==> src/rtl/cmf_pkg.sv <==
// ----------------------------------------------------------------------------
// cmf_pkg
// Shared constants, status codes and types of the coalescing message FIFO.
// ----------------------------------------------------------------------------
package cmf_pkg;

    localparam int DEPTH       = 16;
    localparam int MSG_W       = 32;
    localparam int COUNT_W     = 16;
    localparam int IDX_W       = $clog2(DEPTH);
    localparam int OCC_W       = $clog2(DEPTH + 1);
    localparam int STATUS_W    = 3;
    localparam int CAP_W       = 5;
    localparam int CFG_IDX_W   = 1;
    localparam int CFG_DATA_W  = CAP_W;
    localparam int OUT_RAW_W   = STATUS_W + MSG_W + OCC_W;
    localparam int OUT_DATA_W  = ((OUT_RAW_W + 7) / 8) * 8;

    localparam logic [IDX_W-1:0] LAST_SLOT = IDX_W'(DEPTH - 1);
    localparam logic [OCC_W-1:0] DEPTH_OCC = OCC_W'(DEPTH);

    typedef enum logic [STATUS_W-1:0] {
        ST_OK       = 3'd0,
        ST_DISABLED = 3'd1,
        ST_FULL     = 3'd2,
        ST_OVERFLOW = 3'd3,
        ST_EMPTY    = 3'd4
    } t_status;

    typedef enum logic {
        OP_SEND    = 1'b0,
        OP_RECEIVE = 1'b1
    } t_op;

    typedef enum logic [CFG_IDX_W-1:0] {
        CFG_ENABLE   = 1'b0,
        CFG_CAPACITY = 1'b1
    } t_cfg_index;

    typedef struct packed {
        logic [OCC_W-1:0] entries_used;
        logic [MSG_W-1:0] message_out;
        t_status          status;
    } t_result;

    typedef struct packed {
        logic               msg_we;
        logic               cnt_we;
        logic [IDX_W-1:0]   addr;
        logic [MSG_W-1:0]   msg;
        logic [COUNT_W-1:0] cnt;
    } t_store_wr;

endpackage

==> src/rtl/cmf_store.sv <==
// ----------------------------------------------------------------------------
// cmf_store
// Entry and repeat-count storage: one write port, one combinational read port.
// ----------------------------------------------------------------------------
module cmf_store
    import cmf_pkg::*;
(
    input  logic               i_clk,
    input  t_store_wr          i_wr,
    input  logic [IDX_W-1:0]   i_rd_addr,
    output logic [MSG_W-1:0]   o_rd_msg,
    output logic [COUNT_W-1:0] o_rd_cnt
);

    logic [MSG_W-1:0]   r_msg [DEPTH];
    logic [COUNT_W-1:0] r_cnt [DEPTH];

    always_ff @(posedge i_clk) begin
        if (i_wr.msg_we) begin
            r_msg[i_wr.addr] <= i_wr.msg;
        end
        if (i_wr.cnt_we) begin
            r_cnt[i_wr.addr] <= i_wr.cnt;
        end
    end

    assign o_rd_msg = r_msg[i_rd_addr];
    assign o_rd_cnt = r_cnt[i_rd_addr];

endmodule

==> src/rtl/cmf_ctrl.sv <==
// ----------------------------------------------------------------------------
// cmf_ctrl
// Queue pointers, occupancy and the per-operation send/receive decision.
// ----------------------------------------------------------------------------
module cmf_ctrl
    import cmf_pkg::*;
(
    input  logic               i_clk,
    input  logic               i_rst_n,
    input  logic               i_fire,
    input  t_op                i_op,
    input  logic [MSG_W-1:0]   i_msg,
    input  logic               i_enabled,
    input  logic [CAP_W-1:0]   i_capacity,
    input  logic [MSG_W-1:0]   i_rd_msg,
    input  logic [COUNT_W-1:0] i_rd_cnt,
    output logic [IDX_W-1:0]   o_rd_addr,
    output t_store_wr          o_wr,
    output t_result            o_result
);

    logic [IDX_W-1:0]   r_head, n_head;
    logic [IDX_W-1:0]   r_tail, n_tail;
    logic [OCC_W-1:0]   r_occ, n_occ;
    logic [IDX_W-1:0]   prev_tail;
    logic [IDX_W-1:0]   next_tail;
    logic [IDX_W-1:0]   next_head;
    logic [OCC_W-1:0]   eff_cap;
    logic [COUNT_W-1:0] cnt_inc;
    t_store_wr          wr;
    t_status            status;
    logic [MSG_W-1:0]   rd_msg;

    assign prev_tail = (r_tail == '0) ? LAST_SLOT : r_tail - 1'b1;
    assign next_tail = (r_tail == LAST_SLOT) ? '0 : r_tail + 1'b1;
    assign next_head = (r_head == LAST_SLOT) ? '0 : r_head + 1'b1;
    assign o_rd_addr = (i_op == OP_RECEIVE) ? r_head : prev_tail;
    assign cnt_inc   = i_rd_cnt + 1'b1;

    always_comb begin
        if (i_capacity == '0) begin
            eff_cap = OCC_W'(1);
        end else if (OCC_W'(i_capacity) > DEPTH_OCC) begin
            eff_cap = DEPTH_OCC;
        end else begin
            eff_cap = OCC_W'(i_capacity);
        end
    end

    always_comb begin
        n_head = r_head;
        n_tail = r_tail;
        n_occ  = r_occ;
        status = ST_OK;
        rd_msg = '0;
        wr     = '{msg_we: 1'b0, cnt_we: 1'b0, addr: o_rd_addr, msg: i_msg, cnt: cnt_inc};
        if (!i_enabled) begin
            status = ST_DISABLED;
        end else if (i_op == OP_SEND) begin
            if (r_occ != '0 && i_rd_msg == i_msg) begin
                if (cnt_inc == '0) begin
                    status = ST_OVERFLOW;
                end else begin
                    wr.cnt_we = 1'b1;
                end
            end else if (r_occ != '0 && r_occ >= eff_cap) begin
                status = ST_FULL;
            end else begin
                wr.msg_we = 1'b1;
                wr.cnt_we = 1'b1;
                wr.addr   = r_tail;
                wr.cnt    = COUNT_W'(1);
                n_tail    = next_tail;
                n_occ     = r_occ + 1'b1;
            end
        end else begin
            if (r_occ == '0) begin
                status = ST_EMPTY;
            end else begin
                rd_msg = i_rd_msg;
                if (i_rd_cnt > COUNT_W'(1)) begin
                    wr.cnt_we = 1'b1;
                    wr.cnt    = i_rd_cnt - 1'b1;
                end else begin
                    n_head = next_head;
                    n_occ  = r_occ - 1'b1;
                    if (n_occ == '0) begin
                        n_head = '0;
                        n_tail = '0;
                    end
                end
            end
        end
        wr.msg_we = wr.msg_we & i_fire;
        wr.cnt_we = wr.cnt_we & i_fire;
    end

    always_ff @(posedge i_clk) begin
        if (!i_rst_n) begin
            r_head <= '0;
            r_tail <= '0;
            r_occ  <= '0;
        end else if (i_fire) begin
            r_head <= n_head;
            r_tail <= n_tail;
            r_occ  <= n_occ;
        end
    end

    assign o_wr     = wr;
    assign o_result = '{entries_used: n_occ, message_out: rd_msg, status: status};

endmodule

==> src/rtl/coalescing_message_fifo_core.sv <==
// ----------------------------------------------------------------------------
// coalescing_message_fifo_core
// Message FIFO that folds a send equal to the newest entry into its repeat count.
// ----------------------------------------------------------------------------
// Pipeline: an accepted input waits in the input register, and its result is then
// captured in the result register. Throughput: one operation per cycle, set by the
// read-modify-write of the head or newest slot; a stalled result holds the input.
// Reset (synchronous, active low): queue empty, pointers zero, enabled, capacity
// 16; stored entries are not cleared and need no clearing time.
// ----------------------------------------------------------------------------
module coalescing_message_fifo_core
    import cmf_pkg::*;
(
    input  logic                  i_clk,
    input  logic                  i_rst_n,
    input  logic                  s_axis_tvalid,
    output logic                  s_axis_tready,
    input  logic [MSG_W-1:0]      s_axis_tdata,   // message_in
    input  logic                  s_axis_tuser,   // op
    output logic                  m_axis_tvalid,
    input  logic                  m_axis_tready,
    output logic [OUT_DATA_W-1:0] m_axis_tdata,   // status, message_out, entries_used
    input  logic                  i_cfg_we,
    input  logic [CFG_IDX_W-1:0]  i_cfg_index,
    input  logic [CFG_DATA_W-1:0] i_cfg_data
);

    logic               r_enabled;
    logic [CAP_W-1:0]   r_capacity;
    logic               r_in_valid;
    t_op                r_in_op;
    logic [MSG_W-1:0]   r_in_msg;
    logic               r_out_valid;
    t_result            r_out;
    logic               fire;
    logic [IDX_W-1:0]   rd_addr;
    logic [MSG_W-1:0]   rd_msg;
    logic [COUNT_W-1:0] rd_cnt;
    t_store_wr          wr;
    t_result            result;

    assign fire          = r_in_valid && (!r_out_valid || m_axis_tready);
    assign s_axis_tready = !r_in_valid || fire;

    always_ff @(posedge i_clk) begin
        if (!i_rst_n) begin
            r_enabled  <= 1'b1;
            r_capacity <= CAP_W'(DEPTH);
        end else if (i_cfg_we) begin
            case (t_cfg_index'(i_cfg_index))
                CFG_ENABLE:   r_enabled  <= i_cfg_data[0];
                CFG_CAPACITY: r_capacity <= i_cfg_data[CAP_W-1:0];
                default: begin
                end
            endcase
        end
    end

    always_ff @(posedge i_clk) begin
        if (!i_rst_n) begin
            r_in_valid  <= 1'b0;
            r_out_valid <= 1'b0;
        end else begin
            if (s_axis_tvalid && s_axis_tready) begin
                r_in_valid <= 1'b1;
            end else if (fire) begin
                r_in_valid <= 1'b0;
            end
            if (fire) begin
                r_out_valid <= 1'b1;
            end else if (m_axis_tready) begin
                r_out_valid <= 1'b0;
            end
        end
    end

    always_ff @(posedge i_clk) begin
        if (s_axis_tvalid && s_axis_tready) begin
            r_in_op  <= t_op'(s_axis_tuser);
            r_in_msg <= s_axis_tdata;
        end
        if (fire) begin
            r_out <= result;
        end
    end

    cmf_store u_store (
        .i_clk     (i_clk),
        .i_wr      (wr),
        .i_rd_addr (rd_addr),
        .o_rd_msg  (rd_msg),
        .o_rd_cnt  (rd_cnt)
    );

    cmf_ctrl u_ctrl (
        .i_clk      (i_clk),
        .i_rst_n    (i_rst_n),
        .i_fire     (fire),
        .i_op       (r_in_op),
        .i_msg      (r_in_msg),
        .i_enabled  (r_enabled),
        .i_capacity (r_capacity),
        .i_rd_msg   (rd_msg),
        .i_rd_cnt   (rd_cnt),
        .o_rd_addr  (rd_addr),
        .o_wr       (wr),
        .o_result   (result)
    );

    assign m_axis_tvalid = r_out_valid;
    assign m_axis_tdata  = OUT_DATA_W'(r_out);

endmodule

==> config.mk <==
export PLATFORM = sky130hd
export DESIGN_NAME = coalescing_message_fifo_core
export DESIGN_NICKNAME = d
export VERILOG_FILES = /design/src/rtl/cmf_pkg.sv /design/src/rtl/cmf_store.sv /design/src/rtl/cmf_ctrl.sv /design/src/rtl/coalescing_message_fifo_core.sv
export SDC_FILE = /design/constraint.sdc
export NUM_CORES = 1
export LEC_CHECK = 0
export ABC_CLOCK_PERIOD_IN_PS = 7600
export BUFFER_PORTS_ARGS = -buffer_cell sky130_fd_sc_hd__buf_2
export CAP_MARGIN = 10
export CORE_ASPECT_RATIO = 1.75
export CORE_UTILIZATION = 30
export CTS_CLUSTER_DIAMETER = 50
export DETAILED_ROUTE_END_ITERATION = 7
export GPL_ROUTABILITY_DRIVEN = 0
export PLACE_DENSITY = 0.48
export SYNTH_ARGS = -nofsm -noshare
export SYNTH_HDL_FRONTEND = slang
export SYNTH_SLANG_ARGS = --single-unit
==> constraint.sdc <==
create_clock -name i_clk -period 7.6 [get_ports i_clk]
set_input_delay 1.14 -clock i_clk [delete_from_list [all_inputs] [get_ports i_clk]]
set_output_delay 1.14 -clock i_clk [all_outputs]
set_load 0.1 [all_outputs]
======== After elaboration in Yosys (flattened, before gate mapping) ========
Memory sizes are Yosys's and may differ from the RTL's.
Index checks and enable logic that the tools add are counted.
word-level totals
  output and inout port bits .............. 42
  memory bits (read-only) ................. 0
  bits of input ports ..................... 44
  bits in latches ......................... 0
  bits in writable memories ............... 768
  logic and storage cells ................. 109
  register bits after elaboration ......... 94
  memories kept ........................... 2
cells by class
  divide/modulo/power cells ............... 0
  reduce and logical (&&, ||, !) cells .... 21
  shifts and indexed selects .............. 0
  bitwise operators ....................... 7
  equality and inequality tests ........... 8
  add/subtract/negate cells ............... 7
  $mul .................................... 0
  mux-type cells .......................... 49
  order comparisons ....................... 3
memories
  memory         words  bits a word  rd ports  clocked after Yosys merged registers in  write ports  line             text
  u_store.r_msg  16     32           1         0                                        1            cmf_store.sv:15  logic [MSG_W-1:0] r_msg [DEPTH];
  u_store.r_cnt  16     16           1         0                                        1            cmf_store.sv:16  logic [COUNT_W-1:0] r_cnt [DEPTH];
operators with widths
  cell                                                                   number
  16-bit 2-to-1 mux                                                      6
  4-bit 2-to-1 mux                                                       13
  5-bit 2-to-1 mux                                                       8
  32-bit equality test                                                   1
  16-bit by 1-bit adder with 16-bit output, second input constant        1
  16-bit by 1-bit > comparator with 1-bit output, second input constant  1
  16-bit zero test                                                       1
  16-bit by 1-bit subtractor with 16-bit output, second input constant   1
  5-bit zero test                                                        3
  1-bit 2-to-1 mux                                                       15
  6-bit 2-to-1 mux                                                       2
  4-bit by 1-bit adder with 4-bit output, second input constant          2
  4-bit equality test, second input constant                             2
  2-bit != test, second input constant                                   4
  7-bit AND reduction                                                    1
  2-bit 2-to-1 mux                                                       3
  3-bit 2-to-1 mux                                                       2
  5-bit by 1-bit adder with 5-bit output, second input constant          1
  5-bit >= comparator                                                    1
  5-bit > comparator, second input constant                              1
  1-bit NOT                                                              5
  5-bit AND reduction                                                    1
  5-bit nonzero test                                                     1
  5-bit by 1-bit subtractor with 5-bit output, second input constant     1
  other kinds (10)                                                       18

======== Logic depth before layout (Yosys ltp) ========
An unclocked memory read counts as a cell.
  word-level depth ........................ 13
  mapped depth ............................ 25
  depth with buffers taken out ............ 18

======== By module ========
Synthesis repeated with hierarchy kept, for this count alone.
second synthesis, totals
  cell total of the unflattened synthesis .. 1775
  area total of the unflattened synthesis .. 34439.3 um^2
modules (own cells, without submodules)
  module                        cells an instance  area each (um^2)  sequential area each (um^2)  times used
  cmf_store                     1219               28830.2           23062.1                      1
  cmf_ctrl                      447                3086.7            260.2                        1
  coalescing_message_fifo_core  109                2522.4            2352.3                       1

======== Worst setup path after synthesis ========
No wires, ideal clock.
  kind .................................... register to register
  from .................................... reg u_ctrl.r_tail[0]
  to ...................................... mem u_store.r_msg[11][0], enable pin
  setup slack ............................. 0.564 ns
  data arrival time ....................... 6.575 ns
  required time ........................... 7.139 ns
  library setup time ...................... 0.461 ns
  buffers on the path ..................... 7
  clock period less this slack ............ 7.036 ns
  stages on the path, launching flop included .. 22
  path through ............................ dfxtp_1 buf_2 inv_1 ha_1 nor2b_1 buf_2 nor2_8 buf_6 buf_4 buf_2 buf_2 mux4_2 mux2i_1 xnor2_1 o31ai_1 nand4_1 nor4b_4 a211oi_4 buf_6 nor2_1 a21oi_2 nor3_1
on the way
  cells in the longest elaborated chain, start to end .. 12
  elaborated cells on any way between the ends .. 16
  those cells by class .................... 1 x add/sub; 1 x eq/ne; 10 x mux; 1 x bitwise; 2 x reduce/logical; 1 x memory
RTL lines
  element                                                                                line             text
  start, declared                                                                        cmf_ctrl.sv:23   logic [IDX_W-1:0] r_tail, n_tail;
  start signal, assigned                                                                 cmf_ctrl.sv:105  r_tail <= n_tail;
  4-bit by 1-bit subtractor with 4-bit output / 4-bit zero test (equally long branches)  cmf_ctrl.sv:34   assign prev_tail = (r_tail == '0) ? LAST_SLOT : r_tail - 1'b1;
  4-bit 2-to-1 mux                                                                       cmf_ctrl.sv:34
  4-bit 2-to-1 mux                                                                       cmf_ctrl.sv:37   assign o_rd_addr = (i_op == OP_RECEIVE) ? r_head : prev_tail;
  memory read 16 x 32 bit                                                                --
  32-bit equality test                                                                   cmf_ctrl.sv:60   if (r_occ != '0 && i_rd_msg == i_msg) begin
  1-bit logical AND                                                                      cmf_ctrl.sv:60
  1-bit 2-to-1 mux                                                                       cmf_ctrl.sv:60
  1-bit 2-to-1 mux                                                                       cmf_ctrl.sv:59   end else if (i_op == OP_SEND) begin
  6-bit 2-to-1 mux (*)                                                                   cmf_ctrl.sv:57   if (!i_enabled) begin
  1-bit AND                                                                              cmf_ctrl.sv:94   wr.msg_we = wr.msg_we & i_fire;
  1-bit 2-to-1 mux                                                                       cmf_store.sv:19  if (i_wr.msg_we) begin
  1-bit 2-to-1 mux (not written as such)                                                 cmf_store.sv:20  r_msg[i_wr.addr] <= i_wr.msg;
  end, declared                                                                          cmf_store.sv:15
Mark *: on every way between the ends. The rest lies on a longest branch, timed or not.

======== Final worst setup path ========
  from .................................... reg u_ctrl.r_tail[0]
  to ...................................... mem u_store.r_cnt[11][0], enable pin
on the way
  cells in the longest elaborated chain, start to end .. 13
  elaborated cells on any way between the ends .. 23
  those cells by class .................... 2 x add/sub; 1 x order compare; 1 x eq/ne; 13 x mux; 1 x bitwise; 3 x reduce/logical; 2 x memory
RTL lines
  element                                                                                line             text
  4-bit by 1-bit subtractor with 4-bit output / 4-bit zero test (equally long branches)  cmf_ctrl.sv:34
  4-bit 2-to-1 mux                                                                       cmf_ctrl.sv:34
  4-bit 2-to-1 mux                                                                       cmf_ctrl.sv:37
  memory read 16 x 16 bit                                                                --
  16-bit by 1-bit adder with 16-bit output                                               cmf_ctrl.sv:38   assign cnt_inc = i_rd_cnt + 1'b1;
  16-bit zero test                                                                       cmf_ctrl.sv:61   if (cnt_inc == '0) begin
  1-bit 2-to-1 mux                                                                       cmf_ctrl.sv:61
  1-bit 2-to-1 mux                                                                       cmf_ctrl.sv:60
  1-bit 2-to-1 mux                                                                       cmf_ctrl.sv:59
  6-bit 2-to-1 mux (*)                                                                   cmf_ctrl.sv:57
  1-bit AND                                                                              cmf_ctrl.sv:95   wr.cnt_we = wr.cnt_we & i_fire;
  1-bit 2-to-1 mux                                                                       cmf_store.sv:22  if (i_wr.cnt_we) begin
  1-bit 2-to-1 mux (not written as such)                                                 cmf_store.sv:23  r_cnt[i_wr.addr] <= i_wr.cnt;
  end, declared                                                                          cmf_store.sv:16
Marks and branches as above.

==> results.txt <==
From synthesis to final layout, the design area changed by 15.82%. The endpoint required time on the critical path is 7970 ps. Before CTS, the worst setup slack after placement is roughly 170 ps. Walking the worst path, the cells encountered are inv_1 > ha_1 > xnor2_2 > a21oi_4 > buf_12 > buf_4 > a211oi_1 > a311o_1 > a21oi_1 > nor2_1 > inv_1 > ha_1 > nand2b_1 > nor4b_1 > xnor2_1 > nor3_1 > nand4b_1 > mux2i_1 > o22a_2 > nor3_2 > buf_12. The number of enable-type register cells in the synthesized netlist came out at between 800 and 900. The number of top-level pins came out at 86. After synthesis, the share of flip-flops with an asynchronous set or reset is 0. Setup slack on the critical path of the routed design comes to 324.2 ps. The clock passes through at most 3 buffers. The setup clock skew after layout came out at 36.40 ps. The transition time at the pin with the least slew margin is 1235 ps. The per-instance average area after synthesis is 15.23 um^2. The starting DRC count in detailed routing came out at 1671. The slowest stage of the critical path is the sky130_fd_sc_hd__nor4b_1 cell. The wire length of the first global-routing pass came out at 170.6 mm. The category of cells accounting for the largest share of critical-path delay is simple AND/OR/NAND/NOR gates.

The critical path arrival came out at roughly 7700 ps. The number of antenna violations at the first check in global routing came to 3. The synthesized design spends more area on one cell type than any other, namely sky130_fd_sc_hd__edfxtp_1. Clock-pin slew was measured on the worst setup and hold paths at about 60 ps.

The static leakage is 0.01396 uW. Of the synthesized area, sequential elements account for 0.7031. The worst setup path is of the flip-flop to flip-flop kind. Summing all multi-input logic gate instances after layout gives 10150 um^2. The total CTS buffers is 80. The flow ran to the end, and the final reports show no timing, DRC or antenna violations.

The fmax came out at approximately 140 MHz. In the post-synthesis netlist, the cell with the most instances is sky130_fd_sc_hd__edfxtp_1. The cell-internal power is 7905 uW. Buffers placed on the I/O ports in this run total 85. The TritonCTS clock tree is done.

Counting the fill cells in the layout gives 11710. The total wirelength of the detailed-routed design is 120.8 mm. After detailed routing, the average wire length per cell comes to about 28 um. Yosys attributes the largest share of cell area to sky130_fd_sc_hd__edfxtp_1 69%, sky130_fd_sc_hd__mux4_2 4.7%, sky130_fd_sc_hd__nand2_1 3.3%, sky130_fd_sc_hd__mux2i_1 2.8%, sky130_fd_sc_hd__nand3_1 1.2%. The initialized floorplan defines 169 standard-cell rows. The total DRC errors in the routed layout came out at 0. The final-layout setup total negative slack is 0 ps.

For this run, the total global-route usage over all layers was measured as 0.1946. In this run the worst path has a maximum fanout of 39. STA classifies the critical path startpoint as a flip-flop. The final clock period utilization by the worst path came out at 0.9573. At the end of the flow, the number of nets in the layout was 2633. The pin count of the biggest net entering global routing is 73. STA classifies the critical path endpoint as a flip-flop.

The post-layout total power is 10680 uW. Setup repair after global routing left no endpoint under its margin. The total net switching power is around 2800 uW. The power density over the cells came out at 252.5 nW/um^2. The total congestion overflow is 0.

The setup violation total in the final timing report is 0. The share of post-route cells with drive strength above 1 came out at 0.1857. The switching fraction of total power is 0.2597.

The net count of the mapped netlist is 2457. The wire-length estimate of the detail-placed layout is 78.75 mm. In this run the horizontal extent of the chip is about 270 um. The number of global-route vias before repair is 23160. The count of buffer and inverter cells on the critical path came out at 5. Synthesis handed over a netlist of 2398 instances. The clock reaches the later pin of the worst-skew pair after about 700 ps.

The warning count from the yosys run came out at 0. The detail route stage leaves a number of antenna-violating nets equal to 0. The post-synthesis cell area came out at 36520 um^2. The overall die area came out at 123200 um^2.

The kind of path behind the tightest hold check is flip-flop to flip-flop. The number of iterations in the first detailed-routing pass came out at 7. The largest stage delay on the critical path came out at 840 ps. The shortest clock period the worst path allows after layout is 7276 ps. IR analysis of the VDD net gives a maximum drop of 0.1683 mV. After synthesis, the netlist uses 98 different library cells. By count the netlist is led by 841 x sky130_fd_sc_hd__edfxtp_1, 320 x sky130_fd_sc_hd__nand2_1, 101 x sky130_fd_sc_hd__mux2i_1. Of the total power, combinational logic draws 0.115. The count of hold-fix buffers inserted at cts came out at 0. The floorplan die height is ~460 um. In this run, synthesis produced a sequential element count of 862. The number of hold violations in the final report is 0. Of the post-synthesis cell area, the dominant cell type holds 0.6916. Across the whole layout, storage elements account for between 20000 and 30000 um^2.

The sequential cell fraction of total power is 0.507. In the synthesized netlist the dominant register cell turns out to be sky130_fd_sc_hd__edfxtp_1. The relative slew slack came out at 0.1734. Counting every sink on the clock net gives 862. The number of vias per cell came out at 5.274. The initial core utilization is 0.3019. The relative contribution of the clock network to total power came out at 0.379. The H-tree depth reported by CTS is 3. The clock tree root buffer cell is sky130_fd_sc_hd__clkbuf_16.

The number of max-cap violations is 0. The floorplan core area is 121000 um^2. Summing over every cut layer, the via total after detailed routing is 22490. The count of final max-slew check failures is 0.
-- power groups by stage --
stage                     clock network (uW)  logic [uW]  registers (uW)
after floorplan                            0         629            5590
after global placement                     0        1210            5510
after detailed placement                   0        1220            5510
after CTS                               4130        1230            5410
after global routing                    4270        1290            5420
final                                   4040        1220            5410
-- through the flow --
| stage | utilization | hold WS (ps) | instances | area [um^2] |
|---|---|---|---|---|
| final | 0.3497 | 483.1 | 4263 | 42290 |
| after global routing | 0.3497 | 499.0 | 4263 | 42290 |
| after CTS | 0.3495 | 483.5 | 4261 | 42280 |
| after detailed placement | 0.3284 | 475.2 | 4115 | 39720 |
| after global placement | 0.3284 | 452.3 | 4115 | 39720 |
| after floorplan | - | 436.7 | 2398 | 36520 |
-- layout make-up --
type / instances / share of cell area
flip-flops and latches: 862 / 0.6070
repair buffers: 225 / 0.04053
inverters: 44 / 0.003905
well taps: 1624 / 0.04804
multi-input cells: 1361 / 0.2399
clock buffers: 104 / 0.05047
clock inverters: 42 / 0.01006
diodes: 1 / 0.00005917
-- worst paths after layout --
| check | startpoint | end | slack [ps] | cells past startpoint |
|---|---|---|---|---|
| hold / removal | r_capacity[2] | r_capacity[2] | 480 | 2 |
| hold reg to reg | r_capacity[2] | r_capacity[2] | 480 | 2 |
| setup / recovery | u_ctrl.r_tail[0] | u_store.r_cnt[11][0] | 320 | 21 |
| setup reg to reg | u_ctrl.r_tail[0] | u_store.r_cnt[11][0] | 320 | 21 |
-- worst min-delay path, stage by stage (launching register included) --
cell and delay, ps:
sky130_fd_sc_hd__dfxtp_1 320, sky130_fd_sc_hd__nand2_1 60, sky130_fd_sc_hd__a21oi_1 50
-- layout by cell type (no fill, tap or decap), drive strengths merged, types with 21 or more instances in the layout --
master	instances
edfxtp	841
nand2	320
buf	225
clkbuf	104
mux2i	101
nand3	89
nor2	89
a21oi	88
mux4	79
inv	48
o21ai	43
nor3	43
and3	39
o211ai	38
a211oi	34
xnor2	33
clkinv	29
xor2	26
a32oi	24
o2111ai	21
dfxtp	21
-- flip-flops by register name, summed over array words and instances, names as in the netlist, 4 cells and up --
| signal | flops |
|---|---|
| r_in_msg | 32 |
| u_ctrl.r_tail | 4 |
| u_ctrl.r_head | 4 |
| u_store.r_msg | 512 |
| u_ctrl.r_occ | 5 |
| u_store.r_cnt | 256 |
| r_capacity | 5 |
| m_axis_tdata | 40 |
-- cells by family after synthesis --
kind of cell / after synthesis / synth area share
DFF: 862 / 0.7031
and+or+nand+nor: 688 / 0.08967
AOI/OAI and AO/OA: 410 / 0.08230
muxes: 188 / 0.07918
buffers and inverters: 176 / 0.02625
xor gates and xnor gates: 59 / 0.01436
adders and majority gates: 15 / 0.005140
-- layer usage --
metal / track usage / wire (um) / vias to the layer above
met5: 0 / 0 / -
li1: - / - / 9767
met2: 0.3646 / 65750 / 792
met3: 0.02794 / 5265 / 275
met4: 0.1114 / 7315 / 0
met1: 0.2046 / 42510 / 11650
-- repair_timing --
action	in CTS	in global routing
gates resized for setup	0	1
setup buffers	0	0
setup endpoints to repair	0	256
Power figures use the tool's default switching activity.
